==> config.mk <==
export PLATFORM = sky130hd
export DESIGN_NAME = kalman_residual_marker_core
export DESIGN_NICKNAME = d
export VERILOG_FILES = /design/src/hw/rtl/kfm_pkg.sv /design/src/hw/rtl/kfm_mul.sv /design/src/hw/rtl/kfm_isqrt.sv /design/src/hw/rtl/kalman_residual_marker_core.sv
export SDC_FILE = /design/constraint.sdc
export NUM_CORES = 2
export LEC_CHECK = 0
export BUFFER_PORTS_ARGS = -buffer_cell sky130_fd_sc_hd__buf_2
export CORE_UTILIZATION = 60
export CTS_CLUSTER_SIZE = 28
export DETAILED_ROUTE_END_ITERATION = 8
export PLACE_DENSITY = 0.77
export RECOVER_POWER = 25
export SYNTH_ARGS = -nofsm -noshare
export SYNTH_HDL_FRONTEND = slang
export SYNTH_HIERARCHICAL = 1
export SYNTH_SLANG_ARGS = --single-unit
==> constraint.sdc <==
create_clock -name clk -period 17.1 [get_ports clk]
set_input_delay 3.42 -clock clk [delete_from_list [all_inputs] [get_ports clk]]
set_output_delay 3.42 -clock clk [all_outputs]
set_load 0.05 [all_outputs]
==> src/hw/rtl/kfm_pkg.sv <==
// Shared types and constants for the scalar Kalman residual marker.
// No dependencies; imported by every module of the block.
package kfm_pkg;

  localparam logic [47:0] Q_DEFAULT  = 48'd42950;
  localparam logic [47:0] R_DEFAULT  = 48'd4294967;
  localparam logic [47:0] VAR_ONE    = 48'h0001_0000_0000;
  localparam logic [15:0] MARKER_MAX = 16'd40960;
  localparam logic [5:0]  K_BITS     = 6'd32;
  localparam logic [5:0]  M_BITS     = 6'd48;
  localparam logic [5:0]  MUL_STEPS  = 6'd33;
  localparam logic [5:0]  SQRT_STEPS = 6'd32;

  typedef enum logic [0:0] {
    REG_PROCESS_NOISE     = 1'b0,
    REG_MEASUREMENT_NOISE = 1'b1
  } cfg_reg_t;

  typedef enum logic [3:0] {
    ST_IDLE,
    ST_PRED,
    ST_KSET,
    ST_DIVK,
    ST_MULD,
    ST_EST,
    ST_MULV,
    ST_VAR,
    ST_INN,
    ST_CHK,
    ST_SQRT,
    ST_MSET,
    ST_DIVM,
    ST_MARK,
    ST_OUT
  } state_t;

endpackage

==> src/hw/rtl/kfm_mul.sv <==
// Bit-serial shift-add multiplier, one multiplier bit per cycle.
// Depends on kfm_pkg for the step count.
module kfm_mul (
  input  logic        clk,
  input  logic        rst,
  input  logic        start,
  input  logic [47:0] a,
  input  logic [32:0] b,
  output logic        done,
  output logic [80:0] prod
);
  import kfm_pkg::*;

  logic [47:0] a_reg;
  logic [32:0] mplier;
  logic [5:0]  cnt;
  logic        busy;
  logic [48:0] sum;

  assign sum = {1'b0, prod[80:33]} + (mplier[0] ? {1'b0, a_reg} : 49'd0);

  always_ff @(posedge clk) begin
    if (rst) begin
      busy <= 1'b0;
      done <= 1'b0;
      cnt  <= '0;
    end else begin
      done <= 1'b0;
      if (start) begin
        busy <= 1'b1;
        cnt  <= MUL_STEPS;
      end else if (busy) begin
        cnt <= cnt - 6'd1;
        if (cnt == 6'd1) begin
          busy <= 1'b0;
          done <= 1'b1;
        end
      end
    end
  end

  always_ff @(posedge clk) begin
    if (start) begin
      a_reg  <= a;
      mplier <= b;
      prod   <= '0;
    end else if (busy) begin
      prod   <= {sum, prod[32:1]};
      mplier <= {1'b0, mplier[32:1]};
    end
  end

endmodule

==> src/hw/rtl/kfm_isqrt.sv <==
// Digit-by-digit integer square root of a 64-bit value, two bits per cycle.
// Depends on kfm_pkg for the step count.
module kfm_isqrt (
  input  logic        clk,
  input  logic        rst,
  input  logic        start,
  input  logic [63:0] value,
  output logic        done,
  output logic [31:0] root
);
  import kfm_pkg::*;

  logic [63:0] vsh;
  logic [33:0] rem;
  logic [5:0]  cnt;
  logic        busy;
  logic [35:0] rem_sh;
  logic [35:0] trial;
  logic        ge;

  assign rem_sh = {rem, vsh[63:62]};
  assign trial  = {2'b00, root, 2'b01};
  assign ge     = rem_sh >= trial;

  always_ff @(posedge clk) begin
    if (rst) begin
      busy <= 1'b0;
      done <= 1'b0;
      cnt  <= '0;
    end else begin
      done <= 1'b0;
      if (start) begin
        busy <= 1'b1;
        cnt  <= SQRT_STEPS;
      end else if (busy) begin
        cnt <= cnt - 6'd1;
        if (cnt == 6'd1) begin
          busy <= 1'b0;
          done <= 1'b1;
        end
      end
    end
  end

  always_ff @(posedge clk) begin
    if (start) begin
      vsh  <= value;
      rem  <= '0;
      root <= '0;
    end else if (busy) begin
      rem  <= ge ? 34'(rem_sh - trial) : rem_sh[33:0];
      root <= {root[30:0], ge};
      vsh  <= {vsh[61:0], 2'b00};
    end
  end

endmodule

==> src/hw/rtl/kalman_residual_marker_core.sv <==
// Top level of the scalar Kalman residual marker.
// Depends on kfm_pkg, kfm_mul and kfm_isqrt.
//
// Usage:
// Configuration writes go through cfg_we, cfg_index and cfg_data while the
// block is idle; register 0 is the process noise Q and register 1 is the
// measurement noise R, both unsigned Q16.32, and zero selects the default.
// Each request on the slave stream carries a price and a seed price in
// s_tdata and the restart flag in s_tuser. It produces exactly one request
// on the master stream holding the marker size in Q4.12.
// The work is done by the bit-serial divider (32 steps for the gain, 48 for
// the marker), up to three passes of the serial multiplier of 33 steps each
// and the 32-step square root. A request with zero innovation or a
// saturated marker skips the late stages. One request is in work at a time.
// The finished result sits in an output register, and the next request is
// accepted while it waits for m_tready. Reset clears the estimate to zero,
// sets the variance to 1.0 and restores both noise registers to defaults.
module kalman_residual_marker_core (
  input  logic        clk,
  input  logic        rst,
  input  logic        cfg_we,
  input  logic [0:0]  cfg_index,
  input  logic [47:0] cfg_data,
  input  logic        s_tvalid,
  output logic        s_tready,
  input  logic [63:0] s_tdata,   // price [31:0], seed_price [63:32]
  input  logic [0:0]  s_tuser,   // restart [0]
  output logic        m_tvalid,
  input  logic        m_tready,
  output logic [15:0] m_tdata    // marker_size [15:0]
);
  import kfm_pkg::*;

  state_t state, state_next;

  logic [47:0] q_reg, r_reg;
  logic [31:0] z, est;
  logic [47:0] var_reg, ppred;
  logic [48:0] div_rem, div_den;
  logic [47:0] div_num, quo;
  logic [5:0]  div_cnt;
  logic [15:0] mark;

  logic [47:0] q_eff, r_eff;
  logic [48:0] psum;
  logic        below;
  logic [31:0] diff;
  logic [49:0] rem_sh;
  logic        div_ge;
  logic [63:0] rnd;
  logic [31:0] delta;

  logic        mul_start, mul_done, sqrt_start, sqrt_done;
  logic [47:0] mul_a;
  logic [32:0] mul_b;
  logic [80:0] prod;
  logic [31:0] root;
  logic        out_load;

  assign q_eff  = (q_reg == '0) ? Q_DEFAULT : q_reg;
  assign r_eff  = (r_reg == '0) ? R_DEFAULT : r_reg;
  assign psum   = {1'b0, var_reg} + {1'b0, q_eff};
  assign below  = z < est;
  assign diff   = below ? est - z : z - est;
  assign rem_sh = {div_rem, div_num[47]};
  assign div_ge = rem_sh >= {1'b0, div_den};
  assign rnd    = prod[63:0] + 64'h0000_0000_8000_0000;
  assign delta  = rnd[63:32];

  assign s_tready = (state == ST_IDLE);
  assign out_load = (state == ST_OUT) && (!m_tvalid || m_tready);

  kfm_mul u_mul (
    .clk   (clk),
    .rst   (rst),
    .start (mul_start),
    .a     (mul_a),
    .b     (mul_b),
    .done  (mul_done),
    .prod  (prod)
  );

  kfm_isqrt u_sqrt (
    .clk   (clk),
    .rst   (rst),
    .start (sqrt_start),
    .value ({var_reg, 16'h0000}),
    .done  (sqrt_done),
    .root  (root)
  );

  always_ff @(posedge clk) begin
    if (rst) begin
      state <= ST_IDLE;
    end else begin
      state <= state_next;
    end
  end

  always_comb begin
    state_next = state;
    mul_start  = 1'b0;
    sqrt_start = 1'b0;
    mul_a      = {16'h0000, diff};
    mul_b      = {1'b0, quo[31:0]};
    case (state)
      ST_IDLE: begin
        if (s_tvalid) begin
          state_next = ST_PRED;
        end
      end
      ST_PRED: state_next = ST_KSET;
      ST_KSET: state_next = ST_DIVK;
      ST_DIVK: begin
        if (div_cnt == 6'd1) begin
          state_next = ST_MULD;
        end
      end
      ST_MULD: begin
        mul_start  = 1'b1;
        state_next = ST_EST;
      end
      ST_EST: begin
        if (mul_done) begin
          state_next = ST_MULV;
        end
      end
      ST_MULV: begin
        mul_start  = 1'b1;
        mul_a      = ppred;
        mul_b      = 33'h1_0000_0000 - {1'b0, quo[31:0]};
        state_next = ST_VAR;
      end
      ST_VAR: begin
        if (mul_done) begin
          state_next = ST_INN;
        end
      end
      ST_INN: begin
        if (diff == '0 || diff[31:16] != '0) begin
          state_next = ST_OUT;
        end else begin
          mul_start  = 1'b1;
          mul_a      = {32'h0000_0000, diff[15:0]};
          mul_b      = {17'h00000, diff[15:0]};
          state_next = ST_CHK;
        end
      end
      ST_CHK: begin
        if (mul_done) begin
          if ({prod[31:0], 16'h0000} >= var_reg) begin
            state_next = ST_OUT;
          end else begin
            sqrt_start = 1'b1;
            state_next = ST_SQRT;
          end
        end
      end
      ST_SQRT: begin
        if (sqrt_done) begin
          state_next = ST_MSET;
        end
      end
      ST_MSET: state_next = ST_DIVM;
      ST_DIVM: begin
        if (div_cnt == 6'd1) begin
          state_next = ST_MARK;
        end
      end
      ST_MARK: state_next = ST_OUT;
      ST_OUT: begin
        if (!m_tvalid || m_tready) begin
          state_next = ST_IDLE;
        end
      end
      default: state_next = ST_IDLE;
    endcase
  end

  always_ff @(posedge clk) begin
    if (rst) begin
      q_reg   <= Q_DEFAULT;
      r_reg   <= R_DEFAULT;
      est     <= '0;
      var_reg <= VAR_ONE;
    end else begin
      if (cfg_we) begin
        case (cfg_index)
          REG_PROCESS_NOISE:     q_reg <= cfg_data;
          REG_MEASUREMENT_NOISE: r_reg <= cfg_data;
          default: ;
        endcase
      end
      if (state == ST_IDLE && s_tvalid && s_tuser[0]) begin
        est     <= s_tdata[63:32];
        var_reg <= VAR_ONE;
      end
      if (state == ST_EST && mul_done) begin
        est <= below ? est - delta : est + delta;
      end
      if (state == ST_VAR && mul_done) begin
        var_reg <= prod[79:32];
      end
    end
  end

  always_ff @(posedge clk) begin
    case (state)
      ST_IDLE: begin
        z <= s_tdata[31:0];
      end
      ST_PRED: begin
        ppred <= psum[48] ? {48{1'b1}} : psum[47:0];
      end
      ST_KSET: begin
        div_rem <= {1'b0, ppred};
        div_den <= {1'b0, ppred} + {1'b0, r_eff};
        div_num <= '0;
        div_cnt <= K_BITS;
      end
      ST_INN: begin
        mark <= (diff == '0) ? 16'h0000 : MARKER_MAX;
      end
      ST_CHK: begin
        mark <= MARKER_MAX;
      end
      ST_MSET: begin
        div_rem <= '0;
        div_den <= {17'h00000, root};
        div_num <= {({4'h0, diff[15:0]} << 3) + ({4'h0, diff[15:0]} << 1), 28'h0000000};
        div_cnt <= M_BITS;
      end
      ST_MARK: begin
        mark <= (quo > {32'h0000_0000, MARKER_MAX}) ? MARKER_MAX : quo[15:0];
      end
      default: ;
    endcase
    if (state == ST_DIVK || state == ST_DIVM) begin
      div_rem <= div_ge ? 49'(rem_sh - {1'b0, div_den}) : rem_sh[48:0];
      div_num <= {div_num[46:0], 1'b0};
      quo     <= {quo[46:0], div_ge};
      div_cnt <= div_cnt - 6'd1;
    end
  end

  always_ff @(posedge clk) begin
    if (rst) begin
      m_tvalid <= 1'b0;
    end else if (out_load) begin
      m_tvalid <= 1'b1;
    end else if (m_tready) begin
      m_tvalid <= 1'b0;
    end
  end

  always_ff @(posedge clk) begin
    if (out_load) begin
      m_tdata <= mark;
    end
  end

endmodule

Yosys cells after proc, flatten, opt, wreduce, memory -nomap -nowiden. Cells that the tools add are included.

Register bits after elaboration: 785. Input port bits: 119. Output and inout bits: 18. Logic and storage cells: 167.

$add $sub $neg: 15. $lt $le $gt $ge: 5. Equal/unequal tests: 25. Multiplexer cells: 59. Bitwise gates (word level): 3. Reductions and logical operators: 30.

Operators with widths (count): 48-bit two-way mux (6); 49-bit case mux with 2 select lines (2); 32-bit two-way mux (6); 48-bit case mux with 2 select lines (2); 64-bit two-way mux (2); 48-bit by 48-bit adder with 49-bit output (2); 49-bit two-way mux (2); 48-bit logical NOT (2); 32-bit subtractor (3); 33-bit two-way mux (2); 33-bit case mux with 2 select lines (1); 64-bit by 32-bit adder with 64-bit output, second input constant (1); 4-bit case mux with 15 select lines (1); 50-bit by 49-bit greater-or-equal comparator with 1-bit output (1); 48-bit by 49-bit adder with 49-bit output (1); 49-bit subtractor (1); 48-bit greater-or-equal comparator (1); 48-bit by 16-bit greater-than comparator with 1-bit output, second input constant (1); 16-bit case mux with 3 select lines (1); 36-bit by 34-bit greater-or-equal comparator with 1-bit output (1); 34-bit two-way mux (1); 34-bit subtractor (1); 33-bit by 32-bit subtractor with 33-bit output, first input constant (1); 32-bit adder (1); other kinds (30) (94).

Depth between registers and ports, before layout.
Word-level depth: 7. Mapped depth: 29. Mapped depth without buffers: 25.

Modules after synthesis. The synthesis kept the hierarchy.

Modules (own cells, without submodules): kalman_residual_marker_core (instances 1, cells each 4246, area each 35700.5 um^2, sequential area each 12121.6 um^2); kfm_mul (instances 1, cells each 905, area each 9049.9 um^2, sequential area each 4214.0 um^2); kfm_isqrt (instances 1, cells each 756, area each 7711.1 um^2, sequential area each 3403.3 um^2).

Worst setup path after synthesis. Ideal clock, no wire load.

Path type: register to output. Start: register state[1]. End: output port s_tready. Arrival: 4.926 ns. Required time: 13.680 ns. Path slack: 8.754 ns. Stages on the path, launching flop included: 3. Path buffers: 1. Cells stage by stage: dfxtp_1 > clkbuf_1 > nor4_1.

Cells in the longest elaborated chain, start to end: 1.

Ends and longest elaborated chain: start, declared (line kalman_residual_marker_core.sv:34) `state_t state, state_next;`; start signal, assigned (line kalman_residual_marker_core.sv:96) `state <= state_next;`; 4-bit logical NOT (line kalman_residual_marker_core.sv:70) `assign s_tready = (state == ST_IDLE);`; end, declared (line kalman_residual_marker_core.sv:25) `output logic s_tready,`.

Every way passes these cells.

Worst setup path in the final report.
Start: register z[0]. End: register u_mul.prod[53].

Cells in the longest elaborated chain, start to end: 6. Elaborated cells on any way between the ends: 9. Those cells by class: add/sub: 2; order compare: 1; mux: 3; reduce/logical: 3.

Ends and longest elaborated chain: start, declared (line kalman_residual_marker_core.sv:37) `logic [31:0] z, est;`; start signal, assigned (line kalman_residual_marker_core.sv:210) `z <= s_tdata[31:0];`; 32-bit subtractor or 32-bit less-than comparator (tied branches) (line kalman_residual_marker_core.sv:64, kalman_residual_marker_core.sv:63); 32-bit two-way mux * (line kalman_residual_marker_core.sv:64) `assign diff = below ? est - z : z - est;`; 32-bit logical NOT or 16-bit nonzero test (tied branches) (line kalman_residual_marker_core.sv:140) `if (diff == '0 || diff[31:16] != '0) begin`; 1-bit logical OR * (line kalman_residual_marker_core.sv:140); 1-bit two-way mux * (line kalman_residual_marker_core.sv:140); 1-bit case mux with 2 select lines * (line kalman_residual_marker_core.sv:106) `case (state)`; via mul_start (line kalman_residual_marker_core.sv:53) `logic mul_start, mul_done, sqrt_start, sqrt_done;`; end signal, assigned (line kfm_mul.sv:48) `prod <= {sum, prod[32:1]};`; end, declared (line kfm_mul.sv:10) `output logic [80:0] prod`.

The timed path passes the listed nets; every way through them passes the cells marked *. A chain may end at the register's enable or synchronous reset.

==> run_results.csv <==
group,metric,value,unit
sta,fin_hold_ws,0.418,ns
final_layout,largest_reg_flops,81,
synthesis,synthArstFlopShare,0,
floorplan,start_util,0.606,
clocking,clkTransAtPathRegs,0.07,ns
placed_design,numPortBuffers,136,
final_layout,largest-register,"u_mul/prod",
placed_design,gp_congestion,0.985,
routing,vias,44793,
sta,setup_viol,0,
floorplan,die_h,298,µm
power_and_ir_drop,power.density,160,nW/µm²
synthesis,synth_area_leaders,"edfxtp_1 24%, dfxtp_1 13%, ha_1 9.1%",
sta,skew,0.0250,ns
synthesis,synth.avg_cell_area,8.88,µm²
routing,wl_per_cell,22.3,µm
final_layout,fin_util,0.652,
clocking,tritoncts.num_buffers,85,
routing,drcViolationCount,0,
sta,worst_pin_slew,3.83,ns
routing,drt_iter0_drc,4702,
floorplan,die-area,88600,µm²
final_layout,reg_top3,"u_mul/prod x81, u_sqrt/vsh x64",
floorplan,rows,108,
synthesis,synthXorXnorAreaFrac,0.0535,
run_status,status,"finished, violations left",
synthesis,yosys_warnings,6,
sta,hold_viol,0,
synthesis,synth-main-ff-cell,"edfxtp_1",
clocking,hold_buffers,0,
synthesis,ys_top_cells_by_count,"625 x nand2_1, 534 x nor2_1, 470 x a21oi_1",
synthesis,synth_top_family_by_area,"compound AO/OA/AOI/OAI gates",
floorplan,core,86600,µm²
synthesis,yosys-mux-area-fraction,0.0544,
global_routing,top_usage_layer,"met2",
global_routing,use_met1,0.491,
routing,ant_nets,0,
clocking,cts_resized,0,
synthesis,synth_compound_area_frac,0.196,
critical_path,cp.required,17.59,ns
final_layout,regArea,19700,µm²
sta,slew_headroom,-1.55,
routing,drt_pass1_iterations,6,
global_routing,use_met3,0.0561,
final_layout,fin_nets,6341,
critical_path,cp-start-kind,"flip-flop",
clocking,cts_num_sinks,772,
clocking,clockBufferDepth,3,
critical_path,worstPathArrival,8.56,ns
hold_path,hold_path.class,"flip-flop to flip-flop",
global_routing,grt_overflow,0,
power_and_ir_drop,p_leak,22.8,nW
synthesis,yosysSeqAreaShare,0.376,
synthesis,yosys.area_share.simple,0.176,
global_routing,antenna_found_initial,11,
synthesis,synth_seq_cells,772,
critical_path,crit_path_end_kind,"flip-flop",
critical_path,critPathKind,"flip-flop to flip-flop",
routing,wl,157000,µm
clocking,cts_tree,"yes",
synthesis,synth_top_area_share,0.245,
synthesis,netlist_area,52500,µm²
final_layout,fillers,7165,
sta,post-route-min-period,8.06,ns
global_routing,grt_usage,0.346,
placed_design,pre_cts_ws,9.75,ns
clocking,cts_setup_buffers,0,
synthesis,synth_edf_count,428,
final_layout,drive_above_1_share,0.0897,
global_routing,grt_max_degree,87,
power_and_ir_drop,vdd_drop_max,0.156,mV
global_routing,met2_usage,0.530,
run_status,violations,"capacitance limit, slew limit",
synthesis,synth_adder_area_share,0.0942,
final_layout,multi_input_area,30200,µm²
floorplan,pin_count,137,
final_layout,area_growth,7.60,%
placed_design,hpwl,118000,µm
critical_path,cp_max_fo,41,
sta,setup_ws,9.04,ns
floorplan,die_x,298,µm
clocking,clk-insertion-delay-late,0.67,ns
global_routing,grt_pass1_vias,41292,
synthesis,yosysMostFrequentCell,"nand2_1",
synthesis,ys_types,120,
synthesis,synth_area_leader_cell,"edfxtp_1",
sta,tns,0,ns
sta,rsz0062_at_grt,"no",
sta,max_clock_freq,0.124,GHz
clocking,clockRootBuffer,"clkbuf_16",
clocking,htreeDepth,3,
routing,avgViaCountPerCell,6.34,
synthesis,syn_inst,5907,
sta,drv_slew,371,
sta,period_share,0.471,
job,maxCapViolCount,7,
global_routing,grt_first_pass_wirelength,242000,µm
critical path: stages, from the launching register on:
cell and delay, ns:
edfxtp_1 0.39, inv_1 0.08, ha_1 0.16, inv_1 0.05
fa_1 0.44, a211oi_2 0.29, o21bai_1 0.17, o211a_1 0.34
o211ai_1 1.00, nand2_2 0.32, buf_4 0.36, a2111oi_2 0.36
or3_1 0.18, nand4_1 0.17, nor4_2 0.24, and4_1 0.82
nand2_1 0.31, o21ai_4 0.48, buf_4 0.60, nand2b_1 0.80
o21ai_0 0.23
layout make-up:
class,count,area share
Clock inverter,43,0.00756
Antenna cell,2,0.0000887
Clock buffer,117,0.0454
Sequential cell,772,0.350
Timing Repair Buffer,180,0.0168
Inverter,284,0.0189
Multi-Input combinational cell,4510,0.536
Tap cell,1155,0.0256
kinds of logic after synthesis:
group	Yosys count
adder cells (fa/ha/maj)	391
XOR/XNOR	319
other	1
AND/OR/NAND/NOR	1937
flip-flops	772
buffers and inverters	640
multiplexers	272
AO/OA/AOI/OAI	1575
per-stage QoR:
| step | total power (W) | area (µm²) | cells |
|---|---|---|---|
| 6_report | 0.00902 | 56400 | 7063 |
| 5_1_grt | 0.00954 | 56400 | 7061 |
| 4_1_cts | 0.00895 | 56500 | 7061 |
| 3_5_place_dp | 0.00698 | 53600 | 6901 |
| 3_3_place_gp | 0.00691 | 53600 | 6901 |
| 2_1_floorplan | 0.00589 | 52500 | 5922 |
where the power goes:
group	total [W]	internal, W	switching, W
clock network	0.00196	0.00115	0.000809
logic	0.00436	0.00166	0.00270
registers	0.00270	0.00239	0.000316
total	0.00902	0.00520	0.00382
cells in the final DEF (no fill, tap or decap), drive strengths merged, types with 107 or more instances in the layout:
master  instances
clkbuf        152
ha            382
o21ai         322
mux2i         169
buf           145
nor2          537
inv           290
a21oi         477
xnor2         181
xor2          137
nor3          107
a21o          181
nand2         628
edfxtp        428
dfxtp         344
metal layers:
| metal | wire (µm) | part of all wire |
|---|---|---|
| met4 | 6440 | 0.041 |
| met1 | 68900 | 0.44 |
| met3 | 13500 | 0.086 |
| met2 | 68300 | 0.43 |
| met5 | 67 | 0.00043 |
path summary, 6_finish.rpt:
path | start | slack [ns] | depth (start not counted) | to
hold / removal | mark[12]$_DFFE_PP_ | 0.42 | 0 | m_tdata[12]$_DFFE_PP_
setup / recovery | z[0]$_DFFE_PP_ | 9.04 | 20 | u_mul/prod[53]$_SDFFE_PP0P_
hold reg to reg | mark[12]$_DFFE_PP_ | 0.42 | 0 | m_tdata[12]$_DFFE_PP_
setup reg to reg | z[0]$_DFFE_PP_ | 9.04 | 20 | u_mul/prod[53]$_SDFFE_PP0P_
Note: power is estimated with default switching activity, not from simulation.
